==> src/hw/rtl/ssuid_pkg.sv <==
`timescale 1ns / 1ps
// Shared types and constants for the sorted set union/intersection/difference core.
// Used by ssuid_ctrl, ssuid_dp and sorted_set_union_intersect_diff_core; no dependencies.
package ssuid_pkg;

  localparam int LIST_DEPTH_DEF = 32;
  localparam int MODE_W         = 2;
  localparam int VALUE_W        = 8;
  localparam int OP_W           = 2;

  // input item modes
  localparam logic [MODE_W-1:0] MODE_LOAD_A = 2'd0;
  localparam logic [MODE_W-1:0] MODE_LOAD_B = 2'd1;
  localparam logic [MODE_W-1:0] MODE_RUN    = 2'd2;

  // set_op register codes
  localparam logic [OP_W-1:0] OP_UNION = 2'd0;
  localparam logic [OP_W-1:0] OP_INTER = 2'd1;
  localparam logic [OP_W-1:0] OP_DIFF  = 2'd2;

  typedef enum logic [1:0] {
    ST_IDLE,
    ST_UNION,
    ST_FILTER,
    ST_FINISH
  } state_t;

  typedef enum logic [2:0] {
    CMD_NONE,
    CMD_LOAD_A,
    CMD_LOAD_B,
    CMD_INIT,
    CMD_UNION,
    CMD_FILTER,
    CMD_FINISH
  } cmd_t;

  typedef struct packed {
    logic            a_end;  // walk pointer reached count_a
    logic            b_end;  // walk pointer reached count_b
    logic [OP_W-1:0] op;     // current set_op register
  } status_t;

endpackage

==> src/hw/rtl/ssuid_ctrl.sv <==
`timescale 1ns / 1ps
// Controller state machine of the sorted set core.
// Depends on ssuid_pkg; drives ssuid_dp through cmd and reads its status.
module ssuid_ctrl (
  input  logic                        clk,
  input  logic                        rst,
  input  logic                        start,
  input  logic [ssuid_pkg::MODE_W-1:0] mode,
  input  ssuid_pkg::status_t          status,
  output ssuid_pkg::cmd_t             cmd,
  output logic                        busy
);

  ssuid_pkg::state_t state, state_next;

  always_ff @(posedge clk) begin
    if (rst) begin
      state <= ssuid_pkg::ST_IDLE;
    end else begin
      state <= state_next;
    end
  end

  // next state
  always_comb begin
    state_next = state;
    case (state)
      ssuid_pkg::ST_IDLE: begin
        if (start && mode == ssuid_pkg::MODE_RUN) begin
          case (status.op)
            ssuid_pkg::OP_UNION: state_next = ssuid_pkg::ST_UNION;
            ssuid_pkg::OP_INTER: state_next = ssuid_pkg::ST_FILTER;
            ssuid_pkg::OP_DIFF:  state_next = ssuid_pkg::ST_FILTER;
            default:             state_next = ssuid_pkg::ST_FINISH;
          endcase
        end
      end
      ssuid_pkg::ST_UNION: begin
        if (status.a_end && status.b_end) state_next = ssuid_pkg::ST_FINISH;
      end
      ssuid_pkg::ST_FILTER: begin
        if (status.a_end) state_next = ssuid_pkg::ST_FINISH;
      end
      ssuid_pkg::ST_FINISH: state_next = ssuid_pkg::ST_IDLE;
      default:              state_next = ssuid_pkg::ST_IDLE;
    endcase
  end

  // outputs
  always_comb begin
    cmd  = ssuid_pkg::CMD_NONE;
    busy = 1'b1;
    case (state)
      ssuid_pkg::ST_IDLE: begin
        busy = 1'b0;
        if (start) begin
          case (mode)
            ssuid_pkg::MODE_LOAD_A: cmd = ssuid_pkg::CMD_LOAD_A;
            ssuid_pkg::MODE_LOAD_B: cmd = ssuid_pkg::CMD_LOAD_B;
            ssuid_pkg::MODE_RUN:    cmd = ssuid_pkg::CMD_INIT;
            default:                cmd = ssuid_pkg::CMD_NONE;
          endcase
        end
      end
      ssuid_pkg::ST_UNION: begin
        if (!(status.a_end && status.b_end)) cmd = ssuid_pkg::CMD_UNION;
      end
      ssuid_pkg::ST_FILTER: begin
        if (!status.a_end) cmd = ssuid_pkg::CMD_FILTER;
      end
      ssuid_pkg::ST_FINISH: cmd = ssuid_pkg::CMD_FINISH;
      default:              cmd = ssuid_pkg::CMD_NONE;
    endcase
  end

endmodule

==> src/hw/rtl/ssuid_dp.sv <==
`timescale 1ns / 1ps
// Datapath of the sorted set core: list stores, counts, walk pointers,
// pending item and output registers. Depends on ssuid_pkg.
module ssuid_dp #(
  parameter int LIST_DEPTH = ssuid_pkg::LIST_DEPTH_DEF
) (
  input  logic                         clk,
  input  logic                         rst,
  input  ssuid_pkg::cmd_t              cmd,
  input  logic [ssuid_pkg::VALUE_W-1:0] value,
  input  logic                         cfg_we,
  input  logic [ssuid_pkg::OP_W-1:0]   cfg_data,
  output ssuid_pkg::status_t           status,
  output logic                         result_strobe,
  output logic [ssuid_pkg::VALUE_W-1:0] out_value,
  output logic                         is_last,
  output logic                         is_empty,
  output logic                         overflowed
);

  localparam int CNT_W = $clog2(LIST_DEPTH + 1);
  localparam int IDX_W = (LIST_DEPTH > 1) ? $clog2(LIST_DEPTH) : 1;
  localparam logic [CNT_W-1:0] FULL = CNT_W'(LIST_DEPTH);

  logic [ssuid_pkg::VALUE_W-1:0] store_a [LIST_DEPTH];
  logic [ssuid_pkg::VALUE_W-1:0] store_b [LIST_DEPTH];
  logic [CNT_W-1:0]              count_a, count_b;
  logic [CNT_W-1:0]              ptr_a, ptr_b;
  logic                          dropped;
  logic [ssuid_pkg::OP_W-1:0]    set_op;
  logic                          pend_valid;
  logic [ssuid_pkg::VALUE_W-1:0] pend_value;

  logic [ssuid_pkg::VALUE_W-1:0] elem_a, elem_b;
  logic                          a_end, b_end;
  logic                          new_item;
  logic [ssuid_pkg::VALUE_W-1:0] new_value;
  logic                          adv_a, adv_b, rewind_b;
  logic                          found;

  assign elem_a = store_a[ptr_a[IDX_W-1:0]];
  assign elem_b = store_b[ptr_b[IDX_W-1:0]];
  assign a_end  = (ptr_a == count_a);
  assign b_end  = (ptr_b == count_b);

  assign status.a_end = a_end;
  assign status.b_end = b_end;
  assign status.op    = set_op;

  assign found = !b_end && (elem_b == elem_a);

  // one walk step: which pointer moves and whether an element comes out
  always_comb begin
    new_item  = 1'b0;
    new_value = elem_a;
    adv_a     = 1'b0;
    adv_b     = 1'b0;
    rewind_b  = 1'b0;
    case (cmd)
      ssuid_pkg::CMD_UNION: begin
        new_item = 1'b1;
        if (!a_end && !b_end) begin
          if (elem_a < elem_b) begin
            adv_a = 1'b1;
          end else if (elem_a > elem_b) begin
            new_value = elem_b;
            adv_b     = 1'b1;
          end else begin
            adv_a = 1'b1;
            adv_b = 1'b1;
          end
        end else if (!a_end) begin
          adv_a = 1'b1;
        end else begin
          new_value = elem_b;
          adv_b     = 1'b1;
        end
      end
      ssuid_pkg::CMD_FILTER: begin
        // scan B from its head for each A element
        if (!b_end && elem_b < elem_a) begin
          adv_b = 1'b1;
        end else begin
          adv_a    = 1'b1;
          rewind_b = 1'b1;
          new_item = (found == (set_op == ssuid_pkg::OP_INTER));
        end
      end
      default: ;
    endcase
  end

  // stores: no reset, only entries below the count are read
  always_ff @(posedge clk) begin
    if (cmd == ssuid_pkg::CMD_LOAD_A && count_a != FULL) begin
      store_a[count_a[IDX_W-1:0]] <= value;
    end
    if (cmd == ssuid_pkg::CMD_LOAD_B && count_b != FULL) begin
      store_b[count_b[IDX_W-1:0]] <= value;
    end
  end

  always_ff @(posedge clk) begin
    if (rst) begin
      count_a       <= '0;
      count_b       <= '0;
      ptr_a         <= '0;
      ptr_b         <= '0;
      dropped       <= 1'b0;
      set_op        <= ssuid_pkg::OP_UNION;
      pend_valid    <= 1'b0;
      result_strobe <= 1'b0;
    end else begin
      result_strobe <= (new_item && pend_valid) || (cmd == ssuid_pkg::CMD_FINISH);
      if (cfg_we) set_op <= cfg_data;

      if (adv_a) ptr_a <= ptr_a + 1'b1;
      if (rewind_b) begin
        ptr_b <= '0;
      end else if (adv_b) begin
        ptr_b <= ptr_b + 1'b1;
      end

      // hold one item back so the last one can be marked
      if (new_item) begin
        pend_valid <= 1'b1;
        pend_value <= new_value;
        if (pend_valid) begin
          out_value     <= pend_value;
          is_last       <= 1'b0;
          is_empty      <= 1'b0;
          overflowed    <= dropped;
        end
      end

      case (cmd)
        ssuid_pkg::CMD_LOAD_A: begin
          if (count_a != FULL) count_a <= count_a + 1'b1;
          else dropped <= 1'b1;
        end
        ssuid_pkg::CMD_LOAD_B: begin
          if (count_b != FULL) count_b <= count_b + 1'b1;
          else dropped <= 1'b1;
        end
        ssuid_pkg::CMD_INIT: begin
          ptr_a      <= '0;
          ptr_b      <= '0;
          pend_valid <= 1'b0;
        end
        ssuid_pkg::CMD_FINISH: begin
          out_value     <= pend_valid ? pend_value : '0;
          is_last       <= 1'b1;
          is_empty      <= !pend_valid;
          overflowed    <= dropped;
          pend_valid    <= 1'b0;
          count_a       <= '0;
          count_b       <= '0;
          dropped       <= 1'b0;
        end
        default: ;
      endcase
    end
  end

endmodule

==> src/hw/rtl/sorted_set_union_intersect_diff_core.sv <==
`timescale 1ns / 1ps
// Top level of the sorted set union/intersection/difference core.
// Depends on ssuid_pkg, ssuid_ctrl and ssuid_dp.
//
// Load list A (mode 0) and list B (mode 1) one byte per item, each in
// ascending order; loads leave busy low, so loads may be issued on every
// cycle. A run item (mode 2) walks the lists with the operation held in
// set_op and emits its results on result_strobe, one cycle each, with no way
// to stall them: the receiver must take every strobed cycle. The final item
// of a run carries is_last; an empty answer is a single item with is_empty
// set and out_value zero. busy stays high from the accepted run item until
// the final result is on the ports. Run length is set by the controller's
// walk loop, which does one compare per cycle: union merges the two lists,
// intersection and difference scan B from its head for each A element, and
// an unused set_op code goes straight to an empty final item. Results come
// out one per cycle in union, spaced by the B scan otherwise. A run clears
// both counts and the overflow flag; a load into a full list is dropped and
// flagged on the next run's items. Write set_op only while busy is low.
module sorted_set_union_intersect_diff_core #(
  parameter int LIST_DEPTH = ssuid_pkg::LIST_DEPTH_DEF
) (
  input  logic                          clk,
  input  logic                          rst,
  // item input
  input  logic                          start,
  output logic                          busy,
  input  logic [ssuid_pkg::MODE_W-1:0]  mode,
  input  logic [ssuid_pkg::VALUE_W-1:0] value,
  // configuration
  input  logic                          cfg_we,
  input  logic [ssuid_pkg::OP_W-1:0]    cfg_data,
  // results
  output logic                          result_strobe,
  output logic [ssuid_pkg::VALUE_W-1:0] out_value,
  output logic                          is_last,
  output logic                          is_empty,
  output logic                          overflowed
);

  ssuid_pkg::cmd_t    cmd;
  ssuid_pkg::status_t status;

  // sequence loads and the walk
  ssuid_ctrl u_ctrl (
    .clk    (clk),
    .rst    (rst),
    .start  (start),
    .mode   (mode),
    .status (status),
    .cmd    (cmd),
    .busy   (busy)
  );

  // hold the lists and advance the walk
  ssuid_dp #(
    .LIST_DEPTH (LIST_DEPTH)
  ) u_dp (
    .clk           (clk),
    .rst           (rst),
    .cmd           (cmd),
    .value         (value),
    .cfg_we        (cfg_we),
    .cfg_data      (cfg_data),
    .status        (status),
    .result_strobe (result_strobe),
    .out_value     (out_value),
    .is_last       (is_last),
    .is_empty      (is_empty),
    .overflowed    (overflowed)
  );

  // an empty answer is always the only, and so the final, item
  a_empty_is_last: assert property (@(posedge clk) disable iff (rst)
    result_strobe && is_empty |-> is_last && out_value == '0)
    else $error("empty result item not final or value nonzero");

  // the final item appears once the controller is back to idle
  a_last_not_busy: assert property (@(posedge clk) disable iff (rst)
    result_strobe && is_last |-> !busy)
    else $error("final result item while still busy");

  // an accepted run item makes the block busy in the next cycle
  a_run_busy: assert property (@(posedge clk) disable iff (rst)
    start && !busy && mode == ssuid_pkg::MODE_RUN |=> busy)
    else $error("run item accepted but block not busy");

  // loads never produce results
  a_load_quiet: assert property (@(posedge clk) disable iff (rst)
    start && !busy && mode != ssuid_pkg::MODE_RUN |=> !result_strobe)
    else $error("result item after a load");

endmodule
==> config.mk <==
export PLATFORM = sky130hd
export DESIGN_NAME = sorted_set_union_intersect_diff_core
export DESIGN_NICKNAME = d
export VERILOG_FILES = /design/src/hw/rtl/ssuid_pkg.sv /design/src/hw/rtl/ssuid_ctrl.sv /design/src/hw/rtl/ssuid_dp.sv /design/src/hw/rtl/sorted_set_union_intersect_diff_core.sv
export SDC_FILE = /design/constraint.sdc
export NUM_CORES = 1
export LEC_CHECK = 0
export ABC_CLOCK_PERIOD_IN_PS = 5200
export BUFFER_PORTS_ARGS = -buffer_cell sky130_fd_sc_hd__buf_4
export CORE_MARGIN = 2
export CORE_UTILIZATION = 52
export CTS_CLUSTER_SIZE = 14
export DETAILED_ROUTE_END_ITERATION = 6
export GPL_TIMING_DRIVEN = 0
export PLACE_DENSITY = 0.68
export SYNTH_ARGS = -nofsm -noshare
export SYNTH_HDL_FRONTEND = slang
export SYNTH_HIERARCHICAL = 1
export SYNTH_SLANG_ARGS = --single-unit
==> constraint.sdc <==
create_clock -name clk -period 5.2 [get_ports clk]
set_clock_uncertainty 0.2 [all_clocks]
set_input_delay 1.04 -clock clk [delete_from_list [all_inputs] [get_ports clk]]
set_output_delay 1.04 -clock clk [all_outputs]
set_load 0.03 [all_outputs]
## Word-level counts from Yosys, hierarchy flattened

Memories as Yosys holds them, arrays and structs flattened. A register that Yosys moved wholly into a read port is not among the register bits.
Cells that the tools add are included.

| operators by class | value |
|---|---|
| add/subtract/negate cells | 4 |
| $mul | 0 |
| div/mod/pow operators | 0 |
| order comparisons | 3 |
| eq/ne operators | 26 |
| shift operators | 0 |
| mux-type cells | 55 |
| bitwise operators | 1 |
| reductions and logical operators | 30 |

Operators by type and width:

| cell | number |
|---|---|
| 8-bit two-way mux | 9 |
| 6-bit by 1-bit adder with 6-bit output, second input constant | 4 |
| 1-bit two-way mux | 24 |
| 6-bit case mux with 2 select lines | 2 |
| 5-bit two-way mux | 4 |
| 8-bit < comparator | 2 |
| 6-bit == test | 2 |
| 6-bit two-way mux | 2 |
| 6-bit inequality test, second input constant | 2 |
| 3-bit case mux with 4 select lines | 1 |
| 3-bit == test, second input constant | 3 |
| 3-bit two-way mux | 3 |
| 3-bit AND reduction | 3 |
| 2-bit == test, second input constant | 4 |
| 8-bit == test | 1 |
| 8-bit > comparator | 1 |
| 1-bit logical AND | 8 |
| 2-bit inequality test, second input constant | 4 |
| 2-bit case mux with 4 select lines | 1 |
| 2-bit nonzero test | 4 |
| 2-bit by 1-bit == test with 1-bit output, second input constant | 3 |
| 3-bit by 2-bit == test with 1-bit output, second input constant | 2 |
| 2-bit logical NOT | 3 |
| 2-bit two-way mux | 3 |
| other kinds (14) | 24 |

| word-level totals | value |
|---|---|
| flip-flop bits (word level) | 50 |
| latch bits | 0 |
| RAM bits | 512 |
| memory bits (read-only) | 0 |
| input port bits | 16 |
| output and inout bits | 13 |
| logic and storage cells | 135 |
| memories | 2 |

Memory list:

| name | words | width | rd ports | clocked after memory_dff | wr ports | RTL line | RTL |
|---|---|---|---|---|---|---|---|
| u_dp.store_a | 32 | 8 | 1 | 1 | 1 | ssuid_dp.sv:25 | `logic [ssuid_pkg::VALUE_W-1:0] store_a [LIST_DEPTH];` |
| u_dp.store_b | 32 | 8 | 1 | 1 | 1 | ssuid_dp.sv:26 | `logic [ssuid_pkg::VALUE_W-1:0] store_b [LIST_DEPTH];` |

## Depth between registers and ports, before layout

Gate-level depths: netlist of run 1.

| depth | value |
|---|---|
| word-level depth | 8 |
| mapped depth | 15 |

## By module

Netlist of run 1, hierarchy kept.

Modules (own cells, without submodules):

| module | instances | cells each | area each (µm²) | seq. area each (µm²) |
|---|---|---|---|---|
| ssuid_dp | 1 | 1125 | 22572.9 | 16726.0 |
| ssuid_ctrl | 1 | 34 | 272.8 | 40.0 |

## Worst setup path after synthesis of run 1

OpenSTA, ideal clock, no wires.

| path | value |
|---|---|
| path kind | flip-flop to flip-flop |
| from | register (tool-made name) |
| to | register u_dp.is_empty, enable pin |
| data arrival time | 4113 ps |
| data required time | 4588 ps |
| path slack | 475 ps |
| stages on the path, launching flop included | 13 |
| buffers on the path | 2 |
| path through | dfxtp_1 -> clkbuf_1 -> buf_1 -> mux4_2 -> mux4_2 -> mux2_2 -> ha_1 -> nand4_1 -> nor2_1 -> o21ai_0 -> xnor2_1 -> o21ai_0 -> o41ai_1 |

RTL lines:

| what | RTL line | RTL |
|---|---|---|
| end signal, assigned | ssuid_dp.sv:153 | `is_empty <= !pend_valid;` |
| end, declared | ssuid_dp.sv:17 | `output logic is_empty,` |

==> results of run 1 <==
==> layer usage <==
layer  share of wire  vias to the layer above  GRT usage
li1                -                     4908          -
met1            0.43                     5834      0.317
met2            0.47                      434      0.326
met3           0.081                       87     0.0461
met4           0.022                        0     0.0548
met5               0                        -          0
==> metrics by stage <==
stage	setup WS, ns	util
after floorplan	0.475	-
after CTS	0.0523	0.593
after detailed placement	-0.371	0.550
after global routing	0.0739	0.593
after global placement	-0.928	0.550
final	0.308	0.593
==> synthesized netlist by cell type, types with 7 or more instances <==
| master | n | share of area |
|---|---|---|
| a22o_1 | 7 | 0.0027 |
| or3_1 | 12 | 0.0033 |
| nor2b_1 | 12 | 0.0033 |
| ha_1 | 24 | 0.013 |
| clkbuf_1 | 26 | 0.0043 |
| mux4_2 | 146 | 0.14 |
| nand3_1 | 9 | 0.0020 |
| o21ai_0 | 16 | 0.0035 |
| nor2_1 | 95 | 0.016 |
| xnor2_1 | 15 | 0.0058 |
| dfxtp_1 | 41 | 0.036 |
| buf_1 | 10 | 0.0016 |
| a221oi_1 | 7 | 0.0027 |
| mux2i_1 | 40 | 0.018 |
| edfxtp_1 | 531 | 0.70 |
| a21oi_1 | 24 | 0.0053 |
| inv_1 | 20 | 0.0033 |
| a31o_1 | 7 | 0.0027 |
| nand2_1 | 25 | 0.0041 |
| buf_6 | 8 | 0.0039 |
==> state kept, by name, summed over array words and instances, names as in the netlist, 6 cells and up, named ones only <==
name,flops
u_dp/count_a,6
u_dp/count_b,6
u_dp/out_value,8
u_dp/pend_value,8
u_dp/ptr_a,6
u_dp/ptr_b,6
u_dp/store_a,256
u_dp/store_b,256
==> report_power, final <==
group	internal, mW	switching [mW]	leakage [nW]	total (mW)
logic	0.409	0.566	1.93	0.976
clock network	2.37	1.69	0.906	4.06
registers	5.09	0.0337	5.10	5.13
==> cell families (layout without fill, tap and decap cells) <==
group	after synthesis	count (layout)	share of synthesized area
muxes	187	187	0.162
buffers and inverters	77	210	0.0166
adders and majority gates	24	24	0.0131
AOI/OAI and AO/OA	94	94	0.0286
xor gates and xnor gates	20	20	0.00767
DFF	572	572	0.734
and+or+nand+nor	185	185	0.0382
==> area by class of cell <==
type | instances | area (µm²)
flip-flops and latches | 572 | 16800
inverters | 21 | 78.8
well taps | 585 | 732
repair buffers | 29 | 218
plain buffers | 55 | 308
clock inverters | 42 | 423
fillers | 3117 | 17600
clock buffers | 63 | 1430
multi-input cells | 510 | 5720
==> how the worst max path moves through the flow <==
stage / endpoint
3_3_place_gp: u_dp/is_last
6_report: u_dp/pend_value[6]
2_1_floorplan: u_dp/is_empty
5_1_grt: u_dp/pend_value[6]
3_5_place_dp: u_dp/pend_value[4]
4_1_cts: register
==> repair_timing <==
item | CTS | global route
setup endpoints to repair | 16 | 15
buffers inserted | 0 | 0
resized for setup | 4 | 12
==> metrics.yaml, run 1 <==
placement:
  place.gp.congestion: 0.833
  place_hpwl_um: 29000
  placed_cell_area_um2: 23800
  place_inst: 1773
  io_buffers: 28
final_layout:
  insertedDiodeCount: 0
  finalNonFillerCells: 1877
  area_growth_pct: 12.4
  mostFrequentLayoutCell: "edfxtp_1"
  layout.nets: 1285
  most-common-layout-cells: "531 x edfxtp_1, 146 x mux4_2, 95 x nor2_1"
  drive_gt1_frac: 0.229
  design_area_um2: 25700
sta:
  setup_violations: 0
  relSlewSlack: 0.401
  rsz0062_at_grt: "no"
  period_share: 0.941
  setup_tns_ns: 0
  hold_viol: 0
  fin_crit_ns: 4.89
  holdWs_ns: 0.276
  slew_violations: 0
  fmax_ghz: 0.204
  tightest_slew_ns: 0.898
setup_path:
  cp-start-kind: "register"
  reg2reg_to: "u_dp/pend_value[6]"
  cp_max_fo: 10
  cpPeakStageDelay_ns: 0.72
  worst-path-stages: 12
  crit_chain: "buf_2 > mux4_2 > mux4_2 > mux2i_1 > ha_1 > a21oi_1 > o21ai_0 > o21bai_1 > o21ai_1 > clkbuf_1 > a21oi_1 > a31o_1"
  r2r_cells: 12
  slowest_stage: "dfxtp_1"
  path_delay_family: "compound AO/OA/AOI/OAI gates"
  r2r_setup_slack_ns: 0.31
  worstSetupEndpointType: "register"
  critPathKind: "reg -> reg"
  required_ns: 5.36
  cp.arrival_ns: 5.05
  worst-path-buf-inv: 2
run_status:
  outcome: "finished, final reports clean"
logic_synthesis:
  synth-seq-cells: 572
  synth_warnings: 6
  async_reset_ff_frac: 0
  syn_avg_cell_area_um2: 19.7
  synth.distinct_cells: 58
  ys_seq_area_frac: 0.734
  synth-edff-count: 531
  synth-main-ff-cell: "edfxtp_1"
  synthesis.nets: 1199
  synth_area_um2: 22800
  syn_inst: 1159
detailed_routing:
  via_per_inst: 6.00
  wirelength_um: 47000
  drc: 0
  first_pass_iters: 5
  vias: 11300
  drtAntennaViolNets: 0
  drt_iter0_markers: 1126
  wl_per_cell_um: 25.0
power:
  leakagePower_nw: 7.94
  total_power_mw: 10.2
  ir_worst_vdd_v: 0.000268
  power.density_nw_per_um2: 396
die:
  core-area_um2: 43300
  die-area_um2: 45600
  initial_core_util: 0.528
  num_rows: 76
  die_h_um: 214
  io_pins: 29
  fp.dieW_um: 214
grt:
  grt_overflow: 0
  grt_usage: 0.213
  grt_max_degree: 65
  antenna_found_initial: 0
  grt_pass1_wl_um: 70100
  grt_pass1_vias: 11200
clock_tree:
  htreeDepth: 2
  cts_tree: "yes"
  cts_buffers: 56
  clkSlewWorstSetupHoldPaths_ns: 0.06
  clock_sinks: 572
  cts_root_buf: "clkbuf_16"
  clockBufferDepth: 3
  insertion_delay_ns: 0.62
  hold_buffers: 0
worst_hold_path:
  hp-class: "reg -> reg"
  worstHoldStart: "u_dp/dropped"
  hold-path-endpoint: "u_dp/overflowed"
  holdPathStages: 0
flow_run:
  cap_violations: 0
Power figures use the tool's default switching activity.
==> run 2: changes to the inputs <==
CAP_MARGIN = 10   (was default)
REMOVE_ABC_BUFFERS = 1   (was default)
==> run 2 against run 1 <==
  * Sequential power about the same
  * Clock power down 7.4%
  * First-iteration DRC count down 2.6%
  * Worst setup slack worse by 0.040 ns
  * Via count down 3.3%
  * Combinational power down 6.8%
  * Final cell count down 2.8%
  * Critical endpoint is now u_dp/out_value[7]
  * Sequential share of layout area up 0.71 points
  * Register-to-register slack worse by 0.04 ns
  * Die area unchanged
==> metrics.yaml, run 2 (synthesized netlist as in run 1, its figures left out) <==
run_status:
  outcome: "finished, final reports clean"
detailed_routing:
  drc: 0  # unchanged
  first_pass_iters: 5  # unchanged
  wl_per_cell_um: 24.7  # -1.3%
  vias: 10900  # -3.3%
  wirelength_um: 45100  # -4.0%
  via_per_inst: 5.97  # -0.54%
  drtAntennaViolNets: 0  # unchanged
  drt_iter0_markers: 1097  # -2.6%
worst_hold_path:
  holdPathStages: 0  # unchanged
  worstHoldStart: "u_dp/dropped"
  hp-class: "reg -> reg"
  hold-path-endpoint: "u_dp/overflowed"
sta:
  setup_violations: 0  # unchanged
  tightest_slew_ns: 0.926  # +0.0278 ns
  fmax_ghz: 0.203  # -0.82%
  hold_viol: 0  # unchanged
  holdWs_ns: 0.307  # +0.0310 ns
  fin_ws_ns: 0.267  # -0.0405 ns
  period_share: 0.949  # +0.00778
  rsz0062_at_grt: "yes"
  slew_violations: 0  # unchanged
  relSlewSlack: 0.380  # -0.0208
  fin_crit_ns: 4.93  # +0.0405 ns
setup_path:
  cp_max_fo: 36  # +26
  critPathKind: "reg -> reg"
  r2r_cells: 10  # -2
  required_ns: 5.29  # -0.07 ns
  cp-start-kind: "register"
  reg2reg_to: "u_dp/out_value[7]"
  r2r_setup_slack_ns: 0.27  # -0.04 ns
  cp.arrival_ns: 5.02  # -0.03 ns
  worstSetupEndpointType: "register"
placement:
  io_buffers: 28  # unchanged
  pre_cts_ws_ns: -0.278  # +0.0931 ns
  place_hpwl_um: 26100  # -10%
  placed_cell_area_um2: 23600  # -0.65%
  place.gp.congestion: 0.795  # -4.6%
die:
  fp.dieW_um: 214  # unchanged
  num_rows: 76  # unchanged
  initial_core_util: 0.528  # unchanged
  die-area_um2: 45600  # unchanged
  io_pins: 29  # unchanged
  die_h_um: 214  # unchanged
  core-area_um2: 43300  # unchanged
grt:
  antenna_found_initial: 0  # unchanged
  grt_usage: 0.204  # -0.00950
  grt_pass1_wl_um: 67400  # -3.8%
  grt_pass1_vias: 10900  # -2.6%
  grt_max_degree: 65  # unchanged
  grt_overflow: 0  # unchanged
final_layout:
  most-common-layout-cells: "531 x edfxtp_1, 146 x mux4_2, 93 x nor2_1"
  insertedDiodeCount: 0  # unchanged
  mostFrequentLayoutCell: "edfxtp_1"
  layout.nets: 1235  # -3.9%
  drive_gt1_frac: 0.228  # -0.000876
  area_growth_pct: 11.3
  design_area_um2: 25400  # -0.98%
clock_tree:
  cts_tree: "yes"
  cts_root_buf: "clkbuf_16"
  clkSlewWorstSetupHoldPaths_ns: 0.06  # about the same
  insertion_delay_ns: 0.59  # -0.03 ns
  cts_buffers: 55  # -1.8%
  htreeDepth: 2  # unchanged
  clock_sinks: 572  # unchanged
  hold_buffers: 0  # unchanged
  clockBufferDepth: 3  # unchanged
flow_run:
  cap_violations: 0  # unchanged
power:
  ir_worst_vdd_v: 0.000223  # -17%
  leakagePower_nw: 7.77  # -2.2%
  power.density_nw_per_um2: 386  # -2.4%
-- run 2: worst max-delay path by stage --
stage | cells after the start | endpoint | from
2_1_floorplan | 10 | u_dp/is_empty | register
6_report | 10 | u_dp/out_value[7] | register
3_3_place_gp | 10 | u_dp/is_last | register
4_1_cts | 11 | u_dp/pend_value[3] | register
5_1_grt | 12 | u_dp/out_value[1] | register
3_5_place_dp | 8 | u_dp/store_b[23][5] | mode[0]
-- run 2: stage by stage --
stage	total power [mW]	setup TNS [ns]	instances	util
2_1_floorplan	5.85	-48.45	1103	-
3_3_place_gp	6.14	-155.59	1716	0.543
3_5_place_dp	6.15	-35.85	1722	0.547
4_1_cts	9.92	0	1824	0.586
5_1_grt	10.2	-0.284	1825	0.588
6_report	9.83	0	1825	0.588
-- run 2: metal layers --
metal | vias up | GRT usage | share of wire
met5 | - | 0 | 0
met4 | 0 | 0.0615 | 0.018
met3 | 57 | 0.0349 | 0.057
met2 | 320 | 0.324 | 0.49
met1 | 5713 | 0.294 | 0.44
li1 | 4802 | - | -
-- run 2: critical path: stages (launching register included) --
cell	delay, ns
dfxtp_4	0.60
buf_16	0.31
mux4_2	0.57
mux4_2	0.55
mux2i_1	0.46
ha_1	0.23
nand4_1	0.13
a31oi_1	0.44
o21ai_0	0.39
o41ai_2	0.40
buf_4	0.26
-- run 2: where the power goes --
group,switching (mW),leakage [nW],total (mW),internal [mW]
registers,0.0648,5.11,5.16,5.09
clock network,1.62,0.847,3.76,2.14
logic,0.521,1.81,0.910,0.388
total,2.20,7.77,9.83,7.62
-- run 2: cell type report --
| cell class | instances | area [µm²] |
|---|---|---|
| well taps | 585 | 732 |
| multi-input cells | 510 | 5750 |
| flip-flops and latches | 572 | 16800 |
| repair buffers | 35 | 368 |
| clock inverters | 36 | 246 |
| inverters | 21 | 78.8 |
| clock buffers | 66 | 1460 |
| fillers | 3079 | 17800 |
-- run 2: timing repair --
item,in CTS,in global routing
endpoints found under the setup margin,117,98
gates resized for setup,2,7
buffers inserted,0,1
